## src/design/power_factor_ema_filter_macros.svh

```systemverilog
// Assertion macros shared by the power factor filter RTL.
// Expects clk_i and rst_ni in the scope of use.
`ifndef POWER_FACTOR_EMA_FILTER_MACROS_SVH
`define POWER_FACTOR_EMA_FILTER_MACROS_SVH

// Same-cycle implication.
`define PFEMA_ASSERT_IMP(lbl, ante, cons, msg) \
  lbl: assert property (@(posedge clk_i) disable iff (!rst_ni) (ante) |-> (cons)) \
    else $error(msg);

// Next-cycle implication.
`define PFEMA_ASSERT_NXT(lbl, ante, cons, msg) \
  lbl: assert property (@(posedge clk_i) disable iff (!rst_ni) (ante) |=> (cons)) \
    else $error(msg);

`endif

```

## src/design/pfema_pkg.sv

```systemverilog
// Package for the power factor filter: item types, register codes, constants.
// No dependencies.
package pfema_pkg;

  localparam int unsigned POWER_W = 24;
  localparam int unsigned PF_W    = 16;
  localparam int unsigned ALPHA_W = 16;
  localparam int unsigned DIV_QW  = 15;
  localparam int unsigned DIV_NW  = POWER_W + DIV_QW;
  localparam int unsigned CFG_IDX_W = 1;

  localparam logic signed [PF_W-1:0] PF_ONE     = 16'sd16384;
  localparam logic signed [PF_W-1:0] PF_NEG_ONE = -16'sd16384;

  localparam logic [POWER_W-1:0] MIN_APPARENT_RST = 24'd320;
  localparam logic [ALPHA_W-1:0] ALPHA_RST        = 16'd13107;

  typedef enum logic [CFG_IDX_W-1:0] {
    CFG_MIN_APPARENT = 1'b0,
    CFG_ALPHA        = 1'b1
  } cfg_reg_e;

  typedef struct packed {
    logic [1:0]                phase;
    logic signed [POWER_W-1:0] active_power;
    logic [POWER_W-1:0]        apparent_power;
  } pfema_in_t;

  typedef struct packed {
    logic signed [PF_W-1:0] filtered_pf;
    logic signed [PF_W-1:0] instant_pf;
    logic                   below_minimum;
  } pfema_out_t;

  typedef struct packed {
    logic busy;
    logic done;
  } div_stat_t;

endpackage

```

## src/design/pfema_div.sv

```systemverilog
// Radix-2 restoring divider, one quotient bit per cycle.
// Depends on pfema_pkg. Needs num_i < den_i * 2**DIV_QW.
module pfema_div (
  input  logic                           clk_i,
  input  logic                           rst_ni,
  input  logic                           start_i,
  input  logic [pfema_pkg::DIV_NW-1:0]   num_i,
  input  logic [pfema_pkg::POWER_W-1:0]  den_i,
  output pfema_pkg::div_stat_t           stat_o,
  output logic [pfema_pkg::DIV_QW-1:0]   quot_o
);
  import pfema_pkg::*;

  localparam int unsigned CNT_W = $clog2(DIV_QW + 1);

  logic [POWER_W-1:0] rem_q, rem_d;
  logic [DIV_QW-1:0]  shf_q, shf_d;
  logic [POWER_W-1:0] den_q, den_d;
  logic [CNT_W-1:0]   cnt_q, cnt_d;
  logic               done_q, done_d;
  logic [POWER_W+1:0] trial;
  logic               borrow;

  assign trial  = {1'b0, rem_q, shf_q[DIV_QW-1]} - {2'b00, den_q};
  assign borrow = trial[POWER_W+1];

  always_comb begin
    rem_d  = rem_q;
    shf_d  = shf_q;
    den_d  = den_q;
    cnt_d  = cnt_q;
    done_d = 1'b0;
    if (start_i) begin
      rem_d = num_i[DIV_NW-1:DIV_QW];
      shf_d = num_i[DIV_QW-1:0];
      den_d = den_i;
      cnt_d = CNT_W'(DIV_QW);
    end else if (cnt_q != '0) begin
      rem_d  = borrow ? {rem_q[POWER_W-2:0], shf_q[DIV_QW-1]} : trial[POWER_W-1:0];
      shf_d  = {shf_q[DIV_QW-2:0], ~borrow};
      cnt_d  = cnt_q - 1'b1;
      done_d = (cnt_q == CNT_W'(1));
    end
  end

  always_ff @(posedge clk_i or negedge rst_ni) begin
    if (!rst_ni) begin
      cnt_q  <= '0;
      done_q <= 1'b0;
    end else begin
      cnt_q  <= cnt_d;
      done_q <= done_d;
    end
  end

  always_ff @(posedge clk_i) begin
    rem_q <= rem_d;
    shf_q <= shf_d;
    den_q <= den_d;
  end

  assign stat_o.busy = (cnt_q != '0);
  assign stat_o.done = done_q;
  assign quot_o      = shf_q;

endmodule

```

## src/design/power_factor_ema_filter.sv

```systemverilog
// Per-phase power factor with first-order low-pass, top level.
// Depends on pfema_pkg, pfema_div and power_factor_ema_filter_macros.svh.
//
//   port group   direction  handshake              payload
//   in_*         in         in_valid_i/in_stall_o  pfema_in_t
//   out_*        out        out_valid_o/out_stall_i pfema_out_t
//   cfg_*        in         cfg_valid_i/cfg_ready_o cfg_index_i, cfg_data_i
//
// An item at or below threshold or with |active| >= apparent skips the divider;
// otherwise it passes the 15-step shared divider, then one multiply and one update.
// Reset sets every phase to 1.0 and both registers to their defaults.
// A stalled result waits in the output register; the next item may run meanwhile
// but its update waits there until the output register is free.
`include "power_factor_ema_filter_macros.svh"

module power_factor_ema_filter #(
  parameter int unsigned NUM_PHASES = 3
) (
  input  logic                              clk_i,
  input  logic                              rst_ni,
  input  logic                              in_valid_i,
  output logic                              in_stall_o,
  input  pfema_pkg::pfema_in_t              in_item_i,
  output logic                              out_valid_o,
  input  logic                              out_stall_i,
  output pfema_pkg::pfema_out_t             out_item_o,
  input  logic                              cfg_valid_i,
  output logic                              cfg_ready_o,
  input  logic [pfema_pkg::CFG_IDX_W-1:0]   cfg_index_i,
  input  logic [pfema_pkg::POWER_W-1:0]     cfg_data_i
);
  import pfema_pkg::*;

  localparam int unsigned IDX_W = (NUM_PHASES > 1) ? $clog2(NUM_PHASES) : 1;

  typedef enum logic [3:0] {
    ST_IDLE = 4'b0001,
    ST_DIV  = 4'b0010,
    ST_MUL  = 4'b0100,
    ST_UPD  = 4'b1000
  } state_e;

  state_e state_q, state_d;

  logic [POWER_W-1:0]     min_app_q;
  logic [ALPHA_W-1:0]     alpha_q;
  logic signed [PF_W-1:0] store_q [NUM_PHASES];

  logic [IDX_W-1:0]       idx_q, idx_d;
  logic                   neg_q, neg_d;
  logic                   below_q, below_d;
  logic signed [PF_W-1:0] inst_q, inst_d;
  logic signed [32:0]     prod_q, prod_d;
  logic                   out_valid_q, out_valid_d;
  pfema_out_t             out_item_q, out_item_d;

  logic                   in_accept;
  logic                   in_neg;
  logic [POWER_W-1:0]     in_mag;
  logic                   in_below;
  logic                   in_big;
  logic [DIV_NW-1:0]      div_num;
  div_stat_t              div_stat;
  logic [DIV_QW-1:0]      div_quot;
  logic [DIV_QW-1:0]      q_clamped;
  logic                   div_start;

  logic signed [PF_W-1:0] old;
  logic signed [16:0]     diff;
  logic signed [33:0]     mul_full;
  logic signed [32:0]     rnd;
  logic signed [16:0]     step;
  logic signed [18:0]     sum;
  logic signed [PF_W-1:0] nxt;
  logic                   out_free;

  // configuration
  assign cfg_ready_o = 1'b1;

  always_ff @(posedge clk_i or negedge rst_ni) begin
    if (!rst_ni) begin
      min_app_q <= MIN_APPARENT_RST;
      alpha_q   <= ALPHA_RST;
    end else if (cfg_valid_i && cfg_ready_o) begin
      case (cfg_index_i)
        CFG_MIN_APPARENT: min_app_q <= cfg_data_i;
        CFG_ALPHA:        alpha_q   <= cfg_data_i[ALPHA_W-1:0];
        default:          ;
      endcase
    end
  end

  // input decode
  assign in_stall_o = (state_q != ST_IDLE);
  assign in_accept  = in_valid_i && !in_stall_o;
  assign in_neg     = in_item_i.active_power[POWER_W-1];
  assign in_mag     = in_neg ? (~in_item_i.active_power + 1'b1) : in_item_i.active_power;
  assign in_below   = !(in_item_i.apparent_power > min_app_q);
  assign in_big     = (in_mag >= in_item_i.apparent_power);
  assign div_num    = {1'b0, in_mag, {DIV_QW-1{1'b0}}}
                    + DIV_NW'(in_item_i.apparent_power[POWER_W-1:1]);
  assign div_start  = in_accept && !in_below && !in_big;

  pfema_div u_div (
    .clk_i   (clk_i),
    .rst_ni  (rst_ni),
    .start_i (div_start),
    .num_i   (div_num),
    .den_i   (in_item_i.apparent_power),
    .stat_o  (div_stat),
    .quot_o  (div_quot)
  );

  assign q_clamped = (div_quot > DIV_QW'(PF_ONE)) ? DIV_QW'(PF_ONE) : div_quot;

  // filter arithmetic
  assign old      = store_q[idx_q];
  assign diff     = $signed({inst_q[PF_W-1], inst_q}) - $signed({old[PF_W-1], old});
  assign mul_full = $signed({1'b0, alpha_q}) * diff;
  assign rnd      = prod_q + 33'sd32768;
  assign step     = rnd[32:16];
  assign sum      = $signed({{3{old[PF_W-1]}}, old}) + $signed({{2{step[16]}}, step});
  assign nxt      = (sum > 19'sd16384)  ? PF_ONE :
                    (sum < -19'sd16384) ? PF_NEG_ONE : sum[PF_W-1:0];
  assign out_free = !out_valid_q || !out_stall_i;

  always_comb begin
    state_d     = state_q;
    idx_d       = idx_q;
    neg_d       = neg_q;
    below_d     = below_q;
    inst_d      = inst_q;
    prod_d      = prod_q;
    out_valid_d = out_valid_q && out_stall_i;
    out_item_d  = out_item_q;
    case (state_q)
      ST_IDLE: begin
        if (in_accept) begin
          idx_d   = ({30'd0, in_item_i.phase} >= NUM_PHASES) ?
                    IDX_W'(NUM_PHASES - 1) : IDX_W'(in_item_i.phase);
          neg_d   = in_neg;
          below_d = in_below;
          if (in_below || in_big) begin
            inst_d  = (!in_below && in_neg) ? PF_NEG_ONE : PF_ONE;
            state_d = ST_MUL;
          end else begin
            state_d = ST_DIV;
          end
        end
      end
      ST_DIV: begin
        if (div_stat.done) begin
          inst_d  = neg_q ? -$signed({1'b0, q_clamped}) : $signed({1'b0, q_clamped});
          state_d = ST_MUL;
        end
      end
      ST_MUL: begin
        prod_d  = mul_full[32:0];
        state_d = ST_UPD;
      end
      ST_UPD: begin
        if (out_free) begin
          out_valid_d              = 1'b1;
          out_item_d.filtered_pf   = nxt;
          out_item_d.instant_pf    = inst_q;
          out_item_d.below_minimum = below_q;
          state_d                  = ST_IDLE;
        end
      end
      default: state_d = ST_IDLE;
    endcase
  end

  always_ff @(posedge clk_i or negedge rst_ni) begin
    if (!rst_ni) begin
      state_q     <= ST_IDLE;
      out_valid_q <= 1'b0;
      for (int i = 0; i < NUM_PHASES; i++) begin
        store_q[i] <= PF_ONE;
      end
    end else begin
      state_q     <= state_d;
      out_valid_q <= out_valid_d;
      if (state_q == ST_UPD && out_free) begin
        store_q[idx_q] <= nxt;
      end
    end
  end

  always_ff @(posedge clk_i) begin
    idx_q      <= idx_d;
    neg_q      <= neg_d;
    below_q    <= below_d;
    inst_q     <= inst_d;
    prod_q     <= prod_d;
    out_item_q <= out_item_d;
  end

  assign out_valid_o = out_valid_q;
  assign out_item_o  = out_item_q;

  `PFEMA_ASSERT_IMP(a_div_done_in_div, div_stat.done, state_q == ST_DIV, "divider done outside DIV")
  `PFEMA_ASSERT_IMP(a_accept_div_idle, in_accept, !div_stat.busy, "item taken while divider busy")
  `PFEMA_ASSERT_NXT(a_accept_next, in_accept, state_q == ST_DIV || state_q == ST_MUL, "bad state after accept")
  `PFEMA_ASSERT_IMP(a_old_range, state_q == ST_MUL, old >= PF_NEG_ONE && old <= PF_ONE, "stored pf out of range")
  `PFEMA_ASSERT_IMP(a_inst_range, state_q == ST_MUL, inst_q >= PF_NEG_ONE && inst_q <= PF_ONE, "instant pf out of range")

endmodule
```

## config.mk

```make
export PLATFORM = sky130hd
export DESIGN_NAME = power_factor_ema_filter
export DESIGN_NICKNAME = d
export VERILOG_FILES = /design/src/design/pfema_pkg.sv /design/src/design/pfema_div.sv /design/src/design/power_factor_ema_filter.sv
export VERILOG_INCLUDE_DIRS = /design/src /design/src/design
export SDC_FILE = /design/constraint.sdc
export NUM_CORES = 1
export LEC_CHECK = 0
export BUFFER_PORTS_ARGS = -buffer_cell sky130_fd_sc_hd__buf_2
export CORE_MARGIN = 4
export CORE_UTILIZATION = 41
export DETAILED_ROUTE_END_ITERATION = 8
export GPL_TIMING_DRIVEN = 0
export SLEW_MARGIN = 10
export SYNTH_ARGS = -nofsm -noshare
export SYNTH_HDL_FRONTEND = slang
export SYNTH_SLANG_ARGS = --single-unit
export TNS_END_PERCENT = 30
```

## constraint.sdc

```tcl
create_clock -name clk_i -period 12.35 [get_ports clk_i]
set_clock_uncertainty 0.05 [all_clocks]
set_input_delay 3.705 -clock clk_i [delete_from_list [all_inputs] [get_ports clk_i]]
set_output_delay 3.705 -clock clk_i [all_outputs]
set_load 0.03 [all_outputs]
```

==> results.yml, run 1 <==
run_status:
  status: "completed"
setup_path:
  cp_top_family: "adder cells"
  critPathRequiredTime_ps: 12590
  path_buf_inv: 6
  crit_fanout: 10
  critPathMaxStageDelay_ps: 710
  path_class: "reg -> reg"
  crit_arrival_ps: 11590
  slowest_stage: "xnor2_1"
  rrSetupSlack_ps: 1010
  crit_path_start_kind: "flop"
  critPathMostFrequentCell: "fa_1"
  crit_path_end_kind: "flop"
detailed_routing:
  route.detailed.drc: 0
  highest_layer: "met5"
  first_iter_violations: 1214
  wl_per_cell_um: 18.8
  ant_nets: 0
  wl_met2_um: 29700
  detailedRoute.firstPassIterationCount: 7
  wl_met1_um: 28800
  viasPerCell: 5.31
  dr_total_vias: 18200
  routed_wirelength_um: 64400
  wl_met3_um: 4140
sta:
  finalCritPeriodShare: 0.919
  slew_headroom: 0.261
  setup_tns_ps: 0
  tightestPinTransition_ps: 1100
  slew_violations: 0
  finalSetupViolCount: 0
  hold_viol: 0
  fin_crit_ps: 11340
  rsz0062_at_grt: "no"
  fmax_mhz: 88.2
min_path:
  hold_path_class: "reg -> reg"
clock_tree:
  tritoncts: "yes"
  cts_inserted_buffers: 27
  cts_resized: 0
  cts_setup_buffers: 0
  cts_max_level: 1
  root_buffer: "clkbuf_16"
  cts_sinks: 232
  path_clk_slew_ps: 60
  clk_path_buf_depth: 3
  clk_latency_ps: 560
  cts_hold_buf: 0
floorplan:
  die_x_um: 248
  ios: 116
  die_area_sq_um: 61400
  start_util: 0.416
  core-area_sq_um: 56600
  die_h_um: 248
  core.rowCount: 87
grt:
  grt_use_total: 0.212
  grt_max_degree: 59
  grt_pass1_vias: 18700
  grt_antenna_before_repair: 6
  grt_pass1_wl_um: 102000
  overflow: 0
place:
  gp_congestion: 0.932
  dp_hpwl_um: 52300
  numPortBuffers: 113
yosys:
  yosys_register_bits: 232
  syn_inst: 2509
  synthArstFlopShare: 0.422
  synth_cell_types: 81
  synth_top_cell_by_area: "fa_1"
  synth_ff_type: "edfxtp_1"
  syn_area_per_cell_sq_um: 9.39
  yosys_warnings: 0
  synthTopCellsByArea: "fa_1 (18%), edfxtp_1 (17%), ha_1 (13%), dfrtp_1 (8.9%), inv_1 (6.5%)"
  synth_edf_count: 134
  synth_area_sq_um: 23600
  ys_seq_area_frac: 0.276
  syn-num-nets: 3040
  yosys.area.top_type_share: 0.180
finish:
  layout.nets: 3187
  area_delta_synth_final_pct: 10.5
  drive_gt1_frac: 0.0878
job:
  cap_viol_max_count: 0
[cell usage in the layout, fill, tap and decap left out, types with 53 or more instances in the layout]
cell type	netlist	final
o21ai_0	84	84
nor2b_1	53	53
buf_2	3	115
and2_1	82	82
a21oi_1	96	96
xnor2_1	79	79
nor2_1	120	120
inv_1	406	405
edfxtp_1	134	134
clkbuf_1	67	73
nand2_1	315	314
fa_1	212	212
dfrtp_1	84	84
ha_1	239	239
[path summary, 6_finish.rpt]
| kind | startpoint | to | depth (start not counted) |
|---|---|---|---|
| worst max-delay path | idx_q[0] | prod_q[27] | 34 |
| max in group asynchronous | rst_ni | store_q[14] | 2 |
| worst min-delay path | below_q | out_item_o[0] | 0 |
| worst max register to register | idx_q[0] | prod_q[27] | 34 |
| worst min register to register | below_q | out_item_o[0] | 0 |
| min in group asynchronous | rst_ni | min_app_q[22] | 1 |
[cell usage after synthesis, drive strengths merged, types with 10 or more instances]
cell type,instances
inv,407
nand2,315
ha,239
fa,212
edfxtp,134
nor2,120
a21oi,96
o21ai,96
dfrtp,84
and2,83
xnor2,79
clkbuf,67
nor2b,53
o31ai,49
xor2,44
nor3,36
a21o,35
nand2b,26
nand3,26
mux2,25
o21a,23
a211oi,21
mux2i,21
buf,17
nand4,17
o211ai,16
and3,14
dfstp,14
nor4,11
o41ai,10
or3,10
[layout make-up]
cell class              instances  area, sq um
plain buffers                  84          354
diodes                          1         2.50
repair buffers                118          658
well taps                     756          946
flip-flops and latches        232         6490
fillers                      5476        30600
inverters                     407         1530
clock inverters                12          104
clock buffers                  37          743
multi-input cells            1786        15200
[worst reg2reg max path, delay by kind of cell, from the launching register on]
| kind | cells | cell delay, ps |
|---|---|---|
| buffers and inverters | 6 | 1430 |
| adder cells (fa/ha/maj) | 8 | 3980 |
| AND/OR/NAND/NOR | 5 | 620 |
| flip-flops | 1 | 400 |
| multiplexers | 1 | 280 |
| XOR/XNOR | 2 | 790 |
| AO/OA/AOI/OAI | 12 | 3530 |
[stage by stage]
stage                     instance area (sq um)   util  instances  hold slack [ps]  setup slack [ps]
after floorplan                           23600      -       2509              350              3250
after global placement                    25100  0.443       3378              357               873
after detailed placement                  25200  0.445       3383              369               995
after CTS                                 26000  0.460       3432              384               964
after global routing                      26000  0.460       3432              387               370
final                                     26000  0.460       3433              377              1010
[logic make-up (layout without fill, tap and decap cells)]
group | Yosys count | count (layout) | share of synthesized area
AND/OR/NAND/NOR | 751 | 751 | 0.155
buffers and inverters | 491 | 658 | 0.0798
adder cells (fa/ha/maj) | 451 | 451 | 0.307
AO/OA/AOI/OAI | 414 | 414 | 0.116
flip-flops | 232 | 232 | 0.276
XOR/XNOR | 123 | 123 | 0.0457
multiplexers | 46 | 46 | 0.0209
other | 1 | 2 | 0.000159
[registers in the layout, indices dropped and copies added (netlist names), 15 cells and up]
signal	cells
inst_q	16
prod_q	18
min_app_q	24
store_q	48
alpha_q	16
out_item_o	33
u_div.den_q	24
u_div.quot_o	15
u_div.rem_q	24
[metal layers]
metal	vias to the layer above	global-route usage
met1	8950	0.298
li1	8636	-
met5	-	0
met2	536	0.342
met4	10	0.0524
met3	101	0.0347
Power of run 1 is left out: the tool's default activity adds up to more than one toggle a clock period on the data nets, which glitch-free logic cannot reach.
==> inputs of run 2 (changes only) <==
--- a/config.mk
+++ b/config.mk
@@ -14,5 +14,6 @@
 export SLEW_MARGIN = 10
 export SYNTH_ARGS = -nofsm -noshare
 export SYNTH_HDL_FRONTEND = slang
+export SYNTH_HIERARCHICAL = 1
 export SYNTH_SLANG_ARGS = --single-unit
 export TNS_END_PERCENT = 30
==> results.yml, run 2 <==
run_status:
  status: "completed"
sta:
  rsz0062_at_grt: "no"
  slew_headroom: 0.171
  hold_viol: 0
  fmax_mhz: 87.0
  tightestPinTransition_ps: 1230
  setup_tns_ps: 0
  setup_slack_ps: 852
  finalCritPeriodShare: 0.931
  slew_violations: 0
  finalSetupViolCount: 0
  fin_crit_ps: 11500
job:
  cap_viol_max_count: 0
place:
  gp_congestion: 0.926
  dpl_worst_slack_ps: 1120
  numPortBuffers: 112
  dp_hpwl_um: 57100
yosys:
  yosys_warnings: 6
  syn_inst: 2713
  synth_area_sq_um: 24800
  synth_top_family_by_area: "adder cells"
  synthTopCellsByCount: "inv_1 (399), nand2_1 (341), ha_1 (239), fa_1 (212), edfxtp_1 (134)"
  yosys.area_share.simple: 0.171
  synth_ff_type: "edfxtp_1"
  syn-num-nets: 3244
  synthAdderAreaFrac: 0.292
  synth_top_cell_by_area: "fa_1"
  synthArstFlopShare: 0.422
  synth-xor-area-share: 0.0452
  yosys.area.top_type_share: 0.171
  post-synth-top-count-cell: "inv_1"
  ys_seq_area_frac: 0.262
  synthTopCellsByArea: "fa_1 (17%), edfxtp_1 (16%), ha_1 (12%), dfrtp_1 (8.5%), inv_1 (6.0%)"
  yosys_register_bits: 232
  syn_area_per_cell_sq_um: 9.14
  synth_cell_types: 85
  synthMuxAreaShare: 0.0262
  synth_edf_count: 134
  synth-compound-area-share: 0.121
clock_tree:
  cts_hold_buf: 0
  cts_resized: 0
  cts_setup_buffers: 0
  clk_path_buf_depth: 3
  path_clk_slew_ps: 60
  clk_latency_ps: 550
  cts_sinks: 232
  cts_max_level: 1
  cts_inserted_buffers: 27
  tritoncts: "yes"
  root_buffer: "clkbuf_16"
finish:
  area_delta_synth_final_pct: 9.93
  multi_input_area_sq_um: 16300
  regArea_sq_um: 6490
  largest_register: "store_q"
  drive_gt1_frac: 0.0872
  final_common_cell: "inv_1"
  final_cell_mix: "inv_1 (398), nand2_1 (341), ha_1 (239), fa_1 (212), edfxtp_1 (134)"
  layout.nets: 3389
  largest_reg_flops: 48
  nFillCells: 5764
setup_path:
  crit_path_end_kind: "flop"
  critPathMostFrequentCell: "fa_1"
  rrSetupSlack_ps: 850
  slowest_stage: "a311oi_1"
  critPathMaxStageDelay_ps: 850
  critPathRequiredTime_ps: 12700
  crit_arrival_ps: 11850
  crit_fanout: 10
  crit_path_start_kind: "flop"
  path_class: "reg -> reg"
detailed_routing:
  detailedRoute.firstPassIterationCount: 6
  viasPerCell: 5.44
  ant_nets: 0
  dr_total_vias: 19900
  first_iter_violations: 1536
  wl_per_cell_um: 19.0
  routed_wirelength_um: 69600
  route.detailed.drc: 0
floorplan:
  core.rowCount: 89
  ios: 116
  die_h_um: 254
  start_util: 0.417
  die_area_sq_um: 64500
  core-area_sq_um: 59500
  die_x_um: 254
grt:
  grt_use_total: 0.214
  grt_pass1_vias: 19800
  grt_pass1_wl_um: 109000
  grt_max_degree: 81
  overflow: 0
  grt_antenna_before_repair: 3
min_path:
  hold_path_class: "reg -> reg"
==> run 2: worst paths after layout <==
path                            startpoint             to  cells after the start
min in group asynchronous           rst_ni  min_app_q[14]                      1
worst min-delay path               below_q  out_item_o[0]                      0
worst min register to register     below_q  out_item_o[0]                      0
worst max-delay path              idx_q[0]     prod_q[26]                     31
worst max register to register    idx_q[0]     prod_q[26]                     31
max in group asynchronous           rst_ni    store_q[32]                      2
==> run 2: critical path, delay by kind of cell, from the launching register on <==
| kind | cells | cell delay (ps) |
|---|---|---|
| buffers and inverters | 4 | 1120 |
| AO/OA/AOI/OAI | 12 | 3930 |
| multiplexers | 1 | 290 |
| AND/OR/NAND/NOR | 6 | 1610 |
| adder cells (fa/ha/maj) | 8 | 3930 |
| flip-flops | 1 | 420 |
==> run 2: kinds of logic after synthesis <==
family | Yosys count
simple gates | 863
buf+inv | 526
fa+ha+maj | 451
compound gates | 450
flops | 232
xor+xnor | 128
mux | 61
other cells | 2
==> run 2: routing by layer <==
layer | track usage | wire [um] | vias up
li1 | - | - | 9432
met1 | 0.305 | 31600 | 9676
met2 | 0.340 | 31200 | 646
met3 | 0.0445 | 5250 | 105
met4 | 0.0429 | 1540 | 0
met5 | 0 | 0 | -
==> run 2: final cells by class <==
cell class / count / share of cell area
sequential: 232 / 0.238
clock inverter: 11 / 0.00229
inverter: 399 / 0.0549
multi-input combinational: 1955 / 0.597
buffer: 127 / 0.0203
antenna: 2 / 0.000184
clock buffer: 38 / 0.0282
tap: 773 / 0.0355
timing repair buffer: 116 / 0.0237
==> run 2: through the flow <==
step           instances  hold WS [ps]  cell area (sq um)  utilization
2_1_floorplan       2713           350              24800            -
4_1_cts             3651           375              27300        0.459
5_1_grt             3651           402              27300        0.459
3_3_place_gp        3598           362              26300        0.443
6_report            3653           373              27300        0.459
3_5_place_dp        3602           362              26400        0.445
Power of run 2 is left out for the same reason.
